$ cat src/rtl/mkps_pkg.sv
// Shared types, constants and key map for the 4x3 keypad scanner.
`timescale 1ns / 1ps

package mkps_pkg;

  localparam int unsigned ROW_W    = 2;
  localparam int unsigned COL_W    = 3;
  localparam int unsigned ROWS     = 4;
  localparam int unsigned CODE_W   = 7;
  localparam int unsigned COUNT_W  = 8;
  localparam int unsigned IN_DW    = 8;
  localparam int unsigned OUT_DW   = 16;
  localparam int unsigned CFG_AW   = 3;
  localparam int unsigned CFG_DW   = 32;

  // Register index, taken from paddr[2] (word address)
  localparam logic REG_SETTLE_TICKS = 1'b0;
  localparam logic [COUNT_W-1:0] SETTLE_RESET = 8'd10;

  localparam logic [ROW_W-1:0] LAST_ROW = 2'd3;

  typedef struct packed {
    logic [ROW_W-1:0]   row_index;
    logic [COUNT_W-1:0] settle_count;
    logic               gap_phase;
    logic               release_mode;
    logic [CODE_W-1:0]  held_key;
  } scan_state_t;

  typedef struct packed {
    logic [ROWS-1:0]   row_drive_n;
    logic              key_valid;
    logic [CODE_W-1:0] key_code;
  } scan_result_t;

  // Rows 1..4 by columns 1..3: "*0#", "789", "456", "123"
  function automatic logic [CODE_W-1:0] key_ascii(input logic [ROW_W-1:0] row,
                                                  input logic [1:0] col);
    logic [CODE_W-1:0] code;
    code = 7'h00;
    unique case ({row, col})
      4'b00_00: code = 7'h2A; // '*'
      4'b00_01: code = 7'h30; // '0'
      4'b00_10: code = 7'h23; // '#'
      4'b01_00: code = 7'h37; // '7'
      4'b01_01: code = 7'h38; // '8'
      4'b01_10: code = 7'h39; // '9'
      4'b10_00: code = 7'h34; // '4'
      4'b10_01: code = 7'h35; // '5'
      4'b10_10: code = 7'h36; // '6'
      4'b11_00: code = 7'h31; // '1'
      4'b11_01: code = 7'h32; // '2'
      4'b11_10: code = 7'h33; // '3'
      default:  code = 7'h00;
    endcase
    return code;
  endfunction

endpackage

$ cat src/rtl/mkps_step.sv
// Next-state and result logic for one scan tick.
`timescale 1ns / 1ps

module mkps_step (
  input  mkps_pkg::scan_state_t                 cur,
  input  logic [mkps_pkg::COL_W-1:0]            col_n,
  input  logic [mkps_pkg::COUNT_W-1:0]          settle_ticks,
  output mkps_pkg::scan_state_t                 nxt,
  output mkps_pkg::scan_result_t                res
);
  import mkps_pkg::*;

  logic [COUNT_W:0] count_inc;
  logic             key_hit;
  logic [1:0]       col_sel;

  assign count_inc = {1'b0, cur.settle_count} + {{COUNT_W{1'b0}}, 1'b1};

  // Column 1 has priority
  always_comb begin
    key_hit = 1'b1;
    col_sel = 2'd0;
    priority if (!col_n[0]) begin
      col_sel = 2'd0;
    end else if (!col_n[1]) begin
      col_sel = 2'd1;
    end else if (!col_n[2]) begin
      col_sel = 2'd2;
    end else begin
      key_hit = 1'b0;
    end
  end

  always_comb begin
    nxt = cur;
    res.row_drive_n = ~(ROWS'(1) << cur.row_index);
    res.key_valid   = 1'b0;
    res.key_code    = '0;
    priority if (count_inc < {1'b0, settle_ticks}) begin
      nxt.settle_count = count_inc[COUNT_W-1:0];
    end else if (!cur.gap_phase) begin
      nxt.settle_count = '0;
      if (key_hit) begin
        if (!cur.release_mode) begin
          nxt.held_key     = key_ascii(cur.row_index, col_sel);
          nxt.release_mode = 1'b1;
        end
        nxt.row_index = '0;
        nxt.gap_phase = 1'b0;
      end else begin
        nxt.gap_phase = 1'b1;
      end
    end else begin
      nxt.settle_count = '0;
      nxt.gap_phase    = 1'b0;
      if (cur.row_index == LAST_ROW) begin
        // empty pass completed: report the held key once
        if (cur.release_mode) begin
          res.key_valid     = 1'b1;
          res.key_code      = cur.held_key;
          nxt.release_mode  = 1'b0;
        end
        nxt.row_index = '0;
      end else begin
        nxt.row_index = cur.row_index + ROW_W'(1);
      end
    end
  end

endmodule

$ cat src/rtl/matrix_keypad_scan_press_release.sv
// Top level of the 4x3 matrix keypad scanner with press-and-release reporting.
`timescale 1ns / 1ps

// Each input transfer is one timer tick carrying the active-low column sample;
// each tick yields exactly one output transfer with the row drive for that tick
// and, on the tick that closes the first fully empty scan pass after a press,
// the ASCII code of the pressed key with key_valid set. One tick is taken per
// clock: the scan state advances in a single step of logic, and the result
// lands in an output register, so a new tick is accepted every cycle while the
// output side keeps up. settle_ticks (address 0) must be written over the APB-style port
// only while no tick is in flight; the block does not enforce this. 0 behaves like 1.

module matrix_keypad_scan_press_release (
  input  logic                           clk,
  input  logic                           rst_n,
  // input stream, tdata: col_n[2:0], zero pad [7:3]
  input  logic                           in_tvalid,
  output logic                           in_tready,
  input  logic [mkps_pkg::IN_DW-1:0]     in_tdata,
  // result stream, tdata: row_drive_n[3:0], key_valid[4], key_code[11:5], zero pad [15:12]
  output logic                           out_tvalid,
  input  logic                           out_tready,
  output logic [mkps_pkg::OUT_DW-1:0]    out_tdata,
  // configuration
  input  logic                           cfg_psel,
  input  logic                           cfg_penable,
  input  logic                           cfg_pwrite,
  input  logic [mkps_pkg::CFG_AW-1:0]    cfg_paddr,
  input  logic [mkps_pkg::CFG_DW-1:0]    cfg_pwdata,
  output logic [mkps_pkg::CFG_DW-1:0]    cfg_prdata,
  output logic                           cfg_pready
);
  import mkps_pkg::*;

  logic [COUNT_W-1:0] settle_ticks_r;
  scan_state_t        state_r, state_nxt;
  scan_result_t       step_res;
  scan_result_t       res_r;
  logic               out_valid_r;
  logic               in_xfer;
  logic               cfg_write;

  assign cfg_pready = 1'b1;
  assign cfg_write  = cfg_psel & cfg_penable & cfg_pwrite & cfg_pready
                      & (cfg_paddr[2] == REG_SETTLE_TICKS);

  always_comb begin
    cfg_prdata = '0;
    if (cfg_paddr[2] == REG_SETTLE_TICKS) begin
      cfg_prdata = {{(CFG_DW-COUNT_W){1'b0}}, settle_ticks_r};
    end
  end

  always_ff @(posedge clk) begin
    if (!rst_n) begin
      settle_ticks_r <= SETTLE_RESET;
    end else if (cfg_write) begin
      settle_ticks_r <= cfg_pwdata[COUNT_W-1:0];
    end
  end

  assign in_tready = !out_valid_r || out_tready;
  assign in_xfer   = in_tvalid && in_tready;

  mkps_step u_step (
    .cur          (state_r),
    .col_n        (in_tdata[COL_W-1:0]),
    .settle_ticks (settle_ticks_r),
    .nxt          (state_nxt),
    .res          (step_res)
  );

  always_ff @(posedge clk) begin
    if (!rst_n) begin
      state_r     <= '0;
      out_valid_r <= 1'b0;
    end else begin
      if (in_xfer) begin
        state_r <= state_nxt;
      end
      if (in_xfer) begin
        out_valid_r <= 1'b1;
      end else if (out_tready) begin
        out_valid_r <= 1'b0;
      end
    end
  end

  always_ff @(posedge clk) begin
    if (in_xfer) begin
      res_r <= step_res;
    end
  end

  assign out_tvalid = out_valid_r;
  assign out_tdata  = {{(OUT_DW-ROWS-1-CODE_W){1'b0}},
                       res_r.key_code, res_r.key_valid, res_r.row_drive_n};

endmodule

$ cat config.mk
export PLATFORM = sky130hd
export DESIGN_NAME = matrix_keypad_scan_press_release
export DESIGN_NICKNAME = d
export VERILOG_FILES = /design/src/rtl/mkps_pkg.sv /design/src/rtl/mkps_step.sv /design/src/rtl/matrix_keypad_scan_press_release.sv
export SDC_FILE = /design/constraint.sdc
export NUM_CORES = 1
export LEC_CHECK = 0
export ABC_AREA = 1
export CORE_MARGIN = 1.5
export CORE_UTILIZATION = 45
export CTS_BUF_LIST = sky130_fd_sc_hd__clkbuf_16
export CTS_CLUSTER_DIAMETER = 200
export DETAILED_ROUTE_END_ITERATION = 6
export DONT_BUFFER_PORTS = 1
export GPL_TIMING_DRIVEN = 0
export PLACE_DENSITY = 0.61
export SYNTH_ARGS = -nofsm -noshare
export SYNTH_HDL_FRONTEND = slang
export SYNTH_SLANG_ARGS = --single-unit
export TNS_END_PERCENT = 50
$ cat constraint.sdc
create_clock -name clk -period 5 [get_ports clk]
set_input_delay 0.75 -clock clk [delete_from_list [all_inputs] [get_ports clk]]
set_output_delay 0.75 -clock clk [all_outputs]
set_load 0.01 [all_outputs]
### Word level (Yosys, flattened, before mapping)

Memory sizes are Yosys's and may differ from the RTL's.
Index checks and enable logic that the tools add are counted.

* bits in registers: 40
* ROM bits: 96
* output and inout bits: 51
* word-level logic and storage cells: 55
* memories kept: 1

* add/sub/neg operators: 2
* $lt $le $gt $ge: 1
* equality and inequality tests: 2
* shift-type cells: 1
* muxes and demuxes: 18
* bitwise gates (word level): 9
* reduce and logical (&&, ||, !) cells: 11

Memory list
* (name not given): words 16, width 6, read ports 1, clocked after Yosys merged registers in 0, wr ports 0, RTL line mkps_pkg.sv:41 `unique case ({row, col})`

Operators by type and width (number)
* 8-bit 2-to-1 mux: 4
* 12-bit 2-to-1 mux: 1
* 2-bit 2-to-1 mux: 5
* 8-bit by 1-bit adder with 9-bit output, second input constant: 1
* 9-bit by 8-bit less-than comparator with 1-bit output: 1
* 1-bit 2-to-1 mux: 7
* 7-bit 2-to-1 mux: 1
* 1-bit inverter: 5
* 5-bit AND reduction: 1
* 4-bit inverter: 1
* 4-bit AND reduction: 1
* 2-bit nonzero test: 2
* 4-bit OR reduction: 1
* 1-bit by 2-bit << shifter with 4-bit output, first input constant: 1
* 1-bit AND: 3
* 3-bit AND reduction: 1
* 3-bit OR reduction: 1
* 2-bit by 1-bit adder with 2-bit output, second input constant: 1
* 2-bit equality test, second input constant: 1
* 2-bit by 1-bit inequality test with 1-bit output, second input constant: 1
* 2-bit AND reduction: 1
* 1-bit logical AND: 1
* 1-bit zero test: 1
* 1-bit logical OR: 1

### Depth between registers and ports, before layout

An unclocked memory read counts as a cell.

* depth after elaboration: 8
* depth in mapped cells: 15
* depth with buffers taken out: 15

### By module

From an unflattened synthesis, not the netlist that was laid out.

* cells, all modules: 405
* area total of the unflattened synthesis: 2781.4 um^2

By module, submodules not included
* matrix_keypad_scan_press_release: times used 1, cells an instance 241, area each 1908.1 um^2
* mkps_step: times used 1, cells an instance 164, area each 873.3 um^2

### Worst setup path before layout

No wires, ideal clock.

* path kind: reg2reg
* start point: register state_r[9] (netlist bit)
* end point: register res_r (netlist bit out_tdata[10]) (data pin)
* library setup time: 0.255 ns
* arrival: 1.920 ns
* required time: 4.745 ns
* slack: 2.825 ns
* cell stages (with the launch flop): 15
* path buffers: 1
* clock period less this slack: 2.175 ns
* cells stage by stage: dfxtp_1 -> ha_1 -> nand3_2 -> nor2_1 -> xor2_1 -> ha_1 -> nand2_1 -> inv_1 -> a21oi_1 -> o21ai_2 -> inv_2 -> nand2_2 -> buf_6 -> nand4_4 -> nor2_2

* word-level cells in the longest chain between the ends: 3

Ends and longest elaborated chain
* start, declared: RTL line matrix_keypad_scan_press_release.sv:36 `scan_state_t state_r, state_nxt;`
* start signal, assigned: RTL line matrix_keypad_scan_press_release.sv:79 `state_r <= state_nxt;`
* 8-bit by 1-bit adder with 9-bit output: RTL line mkps_step.sv:17 `assign count_inc = {1'b0, cur.settle_count} + {{COUNT_W{1'b0}}, 1'b1};`
* 9-bit by 8-bit less-than comparator with 1-bit output: RTL line mkps_step.sv:39 `priority if (count_inc < {1'b0, settle_ticks}) begin`
* 4-bit OR reduction (no source line)
* end signal, assigned: RTL line matrix_keypad_scan_press_release.sv:91 `res_r <= step_res;`
* end, declared: RTL line matrix_keypad_scan_press_release.sv:38 `scan_result_t res_r;`

No other way between the ends.
A chain may end at the register's enable or synchronous reset.

### Final worst setup path

* start point: register state_r[9] (netlist bit)
* end point: register res_r (netlist bit out_tdata[5]) (data pin)

The elaborated chain is that of the path after synthesis.

==> results by stage <==
Job:
- The tool flagged a number of max-cap violations equal to 0.

Placement:
- During placement, the flow inserted port buffers numbering 0.
- The worst slack at placement is 2.55 ns.
- The number of placed cells counting well taps is 377.
- The HPWL after detailed placement is 2890 um.
- Once placement finished, the instance area stood at 2420 um2.
- The weighted congestion reported at the end of routability-driven placement is 0.776.

Finish:
- The multi-input combinational cells in the finished layout cover a total of 1040 um2.
- Summing all flip-flop and latch instances after layout gives 871 um2.
- Summing all non-filler instances in the final layout gives an area of 2620 um2.
- Excluding fillers, the count of instances in the completed layout stands at 385.
- The fill cell instance count of the final layout is 470.
- The antenna diode count is 0.
- The number of nets in the finished design is 379.
- In the final layout, the share of cells above drive strength 1 is 21.1%.
- The layout overhead on the synthesized area is 17.2%.

Logic synthesis:
- The flop and latch count out of synthesis is 38.
- Summed over all instances, the cell type with the most area after synthesis is sky130_fd_sc_hd__dfxtp_1.
- During synthesis, Yosys emitted a total of 0 warnings.
- The number of enable-type register cells in the synthesized netlist is 11.
- The most instantiated flip-flop cell in the synthesis netlist is sky130_fd_sc_hd__dfxtp_1.
- The top cell type by area accounts for 24.2% of the synthesized area.
- The mapped netlist covers 2230 um2.
- Ranked by total cell area, the synthesized netlist is headed by sky130_fd_sc_hd__dfxtp_1 24%, sky130_fd_sc_hd__edfxtp_1 15%, sky130_fd_sc_hd__buf_4 10%.
- Sequential cells were found to cover 39.0% of the synthesized design area.
- After synthesis, the share of flip-flops with an asynchronous set or reset is 0%.
- Synthesis produced a netlist whose cell count is 282.
- The number of distinct standard cells referenced by the synthesized netlist is 34.
- A synthesized cell averages 7.92 um2.

Global route:
- The first-pass GRT wire length is 6210 um.
- The aggregate global-route resource usage is 14.9%.
- The initial antenna violation count is 0.
- The via count of the first global-routing pass is 1,484.
- Entering global routing, the biggest net connects 21 pins.
- The global route total overflow is 0.

Power and ir drop:
- The standby leakage power is 1.28 nW.
- The maximum VDD drop is 235 uV.
- The cell area power density is 345 nW/um2.

Clocking:
- CTS placed an instance of sky130_fd_sc_hd__clkbuf_16 at the clock tree root.
- The clock reaches the later pin of the worst-skew pair after 0.28 ns.
- The deepest clock path buffer count is 2.
- Clock-pin slew was measured on the worst setup and hold paths at 0.06 ns.
- The number of post-CTS setup repair buffers is 0.
- Counting every sink on the clock net gives 38.
- The clock tree from TritonCTS is done.
- Counting the buffers created by CTS gives 5.
- The number of gates resized after CTS was 0.
- The H-tree level count is 2.
- Hold repair after CTS inserted 0 buffers.

Drt:
- Dividing the detail-routed via count by the number of cells gives 4.29.
- The routed wire length is 3770 um.
- Before antenna repair, the detailed router went through 4 iterations.
- The count of antenna-violating nets left after detailed routing is 0.
- The post-detailed-route DRC marker count is 0.
- The number of violations reported at the end of detailed-routing iteration 0 is 62.
- In the final routed layout, each cell accounts on average for 9.79 um.
- Detailed routing inserted a total of 1,650 vias.

Worst setup path:
- The category of the critical setup timing path is flip-flop to flip-flop.
- The critical path data required time is 5.03 ns.
- The largest single stage delay on the critical path is 0.38 ns.
- Of all nets on the critical path, the largest fanout is 10.
- Traced cell by cell, the critical path runs through ha_1 -> nand3_2 -> nor2_1 -> xor2_1 -> ha_1 -> nand2_1 -> inv_1 -> a21oi_1 -> o21ai_2 -> inv_2 -> nand2_2 -> buf_6 -> nand4_4 -> nor2_2.
- STA classifies the critical path endpoint as a flip-flop.
- Among all stages on the critical path, the largest delay is contributed by sky130_fd_sc_hd__dfxtp_1.
- Data on the critical path arrives at its endpoint at 2.45 ns.
- The element type at the critical path start is a flip-flop.
- The most prevalent standard cell on the critical path is sky130_fd_sc_hd__ha_1.

STA:
- Summed over all failing endpoints, the final setup total negative slack is 0 ns.
- The number of failing hold endpoints at the final stage is 0.
- Static timing analysis puts the maximum clock frequency at 0.414 GHz.
- The largest clock skew in the final design is 0.00509 ns.
- The minimum clock period is 2.41 ns.
- Setup repair after global routing left no endpoint under its margin.
- The final number of max-transition violations is 0.
- Setup violations remaining at the end of the flow were counted as 0.
- The final critical path takes up 48.3% of the cycle.
- The worst hold slack after final layout is 0.480 ns.
- The final worst setup slack is 2.59 ns.

Floorplan:
- The area of the core is 4750 um2.
- 101 I/O pins were placed.
- Row generation in the floorplan step produced 25 rows.
- The height of the chip is 73.4 um.
- The initial core utilization is 46.9%.
- The die covers 5390 um2.
- The width of the die is 73.4 um.

Hold path:
- The class of the most critical hold timing path is flip-flop to flip-flop.

Status:
- The flow ran to the end, and the final reports show no timing, DRC or antenna violations.
-- per-layer routing --
| layer | wire, um | track usage (%) | share of wire, % | up-vias |
|---|---|---|---|---|
| met5 | 0 | 0 | 0 | - |
| met4 | 23 | 4.32 | 0.61 | 0 |
| met3 | 104 | 3.29 | 2.8 | 2 |
| met2 | 2020 | 27.7 | 53 | 24 |
| met1 | 1630 | 17.0 | 43 | 729 |
| li1 | - | - | - | 895 |
-- placed cells by master, fill, tap and decap left out, types with 2 or more instances in the layout --
cell type	instances
sky130_fd_sc_hd__nand4_1	6
sky130_fd_sc_hd__nor3_2	4
sky130_fd_sc_hd__buf_2	3
sky130_fd_sc_hd__inv_1	38
sky130_fd_sc_hd__bufinv_16	2
sky130_fd_sc_hd__nor2_1	35
sky130_fd_sc_hd__xor2_1	6
sky130_fd_sc_hd__o211ai_1	2
sky130_fd_sc_hd__o21ai_0	5
sky130_fd_sc_hd__nand2_2	3
sky130_fd_sc_hd__dfxtp_1	27
sky130_fd_sc_hd__conb_1	30
sky130_fd_sc_hd__buf_4	30
sky130_fd_sc_hd__inv_2	6
sky130_fd_sc_hd__clkbuf_1	2
sky130_fd_sc_hd__ha_1	12
sky130_fd_sc_hd__nor2_2	7
sky130_fd_sc_hd__o21ai_1	5
sky130_fd_sc_hd__clkbuf_16	5
sky130_fd_sc_hd__edfxtp_1	11
sky130_fd_sc_hd__a21oi_1	14
sky130_fd_sc_hd__nand2_1	40
sky130_fd_sc_hd__nand3_1	9
sky130_fd_sc_hd__nand3_2	2
sky130_fd_sc_hd__xnor2_1	2
-- cell type report --
cell class / instances / area share [%]
multi-input cells: 191 / 39.7
clock inverters: 3 / 2.63
plain buffers: 36 / 9.90
flip-flops and latches: 38 / 33.3
well taps: 67 / 3.21
clock buffers: 5 / 4.78
inverters: 45 / 6.46
-- worst max-delay path, delay by kind of cell, from the launching register on --
kind	cells	cell delay [ns]
flip-flops	1	0.38
XOR/XNOR	1	0.26
buffers and inverters	3	0.24
AND/OR/NAND/NOR	6	0.57
adder cells (fa/ha/maj)	2	0.50
AO/OA/AOI/OAI	2	0.23
-- sequential cells by signal (all words and copies together), names as in the netlist --
signal and flops:
out_tdata 11, out_tvalid 1, settle_ticks_r 8, state_r 18
-- synth_stat cells (3+ instances only) --
library cell,count
sky130_fd_sc_hd__xor2_1,6
sky130_fd_sc_hd__nand2_2,3
sky130_fd_sc_hd__buf_2,3
sky130_fd_sc_hd__nand3_1,9
sky130_fd_sc_hd__ha_1,12
sky130_fd_sc_hd__inv_2,6
sky130_fd_sc_hd__inv_1,38
sky130_fd_sc_hd__edfxtp_1,11
sky130_fd_sc_hd__nor2_1,35
sky130_fd_sc_hd__dfxtp_1,27
sky130_fd_sc_hd__nand2_1,40
sky130_fd_sc_hd__buf_4,30
sky130_fd_sc_hd__o21ai_0,5
sky130_fd_sc_hd__nand4_1,6
sky130_fd_sc_hd__o21ai_1,5
sky130_fd_sc_hd__nor2_2,7
sky130_fd_sc_hd__a21oi_1,14
sky130_fd_sc_hd__nor3_2,4
-- stage by stage --
step / total power [mW] / utilization, %
after floorplan: 0.479 / -
after global placement: 0.499 / 50.9
after detailed placement: 0.501 / 50.9
after CTS: 0.909 / 55.0
after global routing: 0.947 / 55.0
final: 0.902 / 55.0
-- kinds of logic (layout without fill, tap and decap cells) --
group                      count (synthesis)  count (layout)  share of synthesized area, %
AOI/OAI and AO/OA                         31              31                          7.74
xor gates and xnor gates                   8               8                          3.14
adders and majority gates                 12              12                          6.73
buffers and inverters                     81              89                          19.2
DFF                                       38              38                          39.0
other                                      2              30                         0.336
and+or+nand+nor                          110             110                          23.9
-- report_power, final --
part / switching [mW] / leakage, nW / internal (mW) / total (mW)
logic: 0.0865 / 0.860 / 0.0552 / 0.142
registers: 0.0152 / 0.322 / 0.337 / 0.352
clock network: 0.122 / 0.0940 / 0.286 / 0.408
total: 0.223 / 1.28 / 0.679 / 0.902
-- worst paths after layout --
kind	start	end	slack (ns)	cells past startpoint
min	settle_ticks_r[0]	settle_ticks_r[0]	0.48	2
max	state_r[9]	out_tdata[5]	2.59	14
max reg2reg	state_r[9]	out_tdata[5]	2.59	14
min reg2reg	settle_ticks_r[0]	settle_ticks_r[0]	0.48	2
No activity file was read; power rests on OpenSTA's default activity.
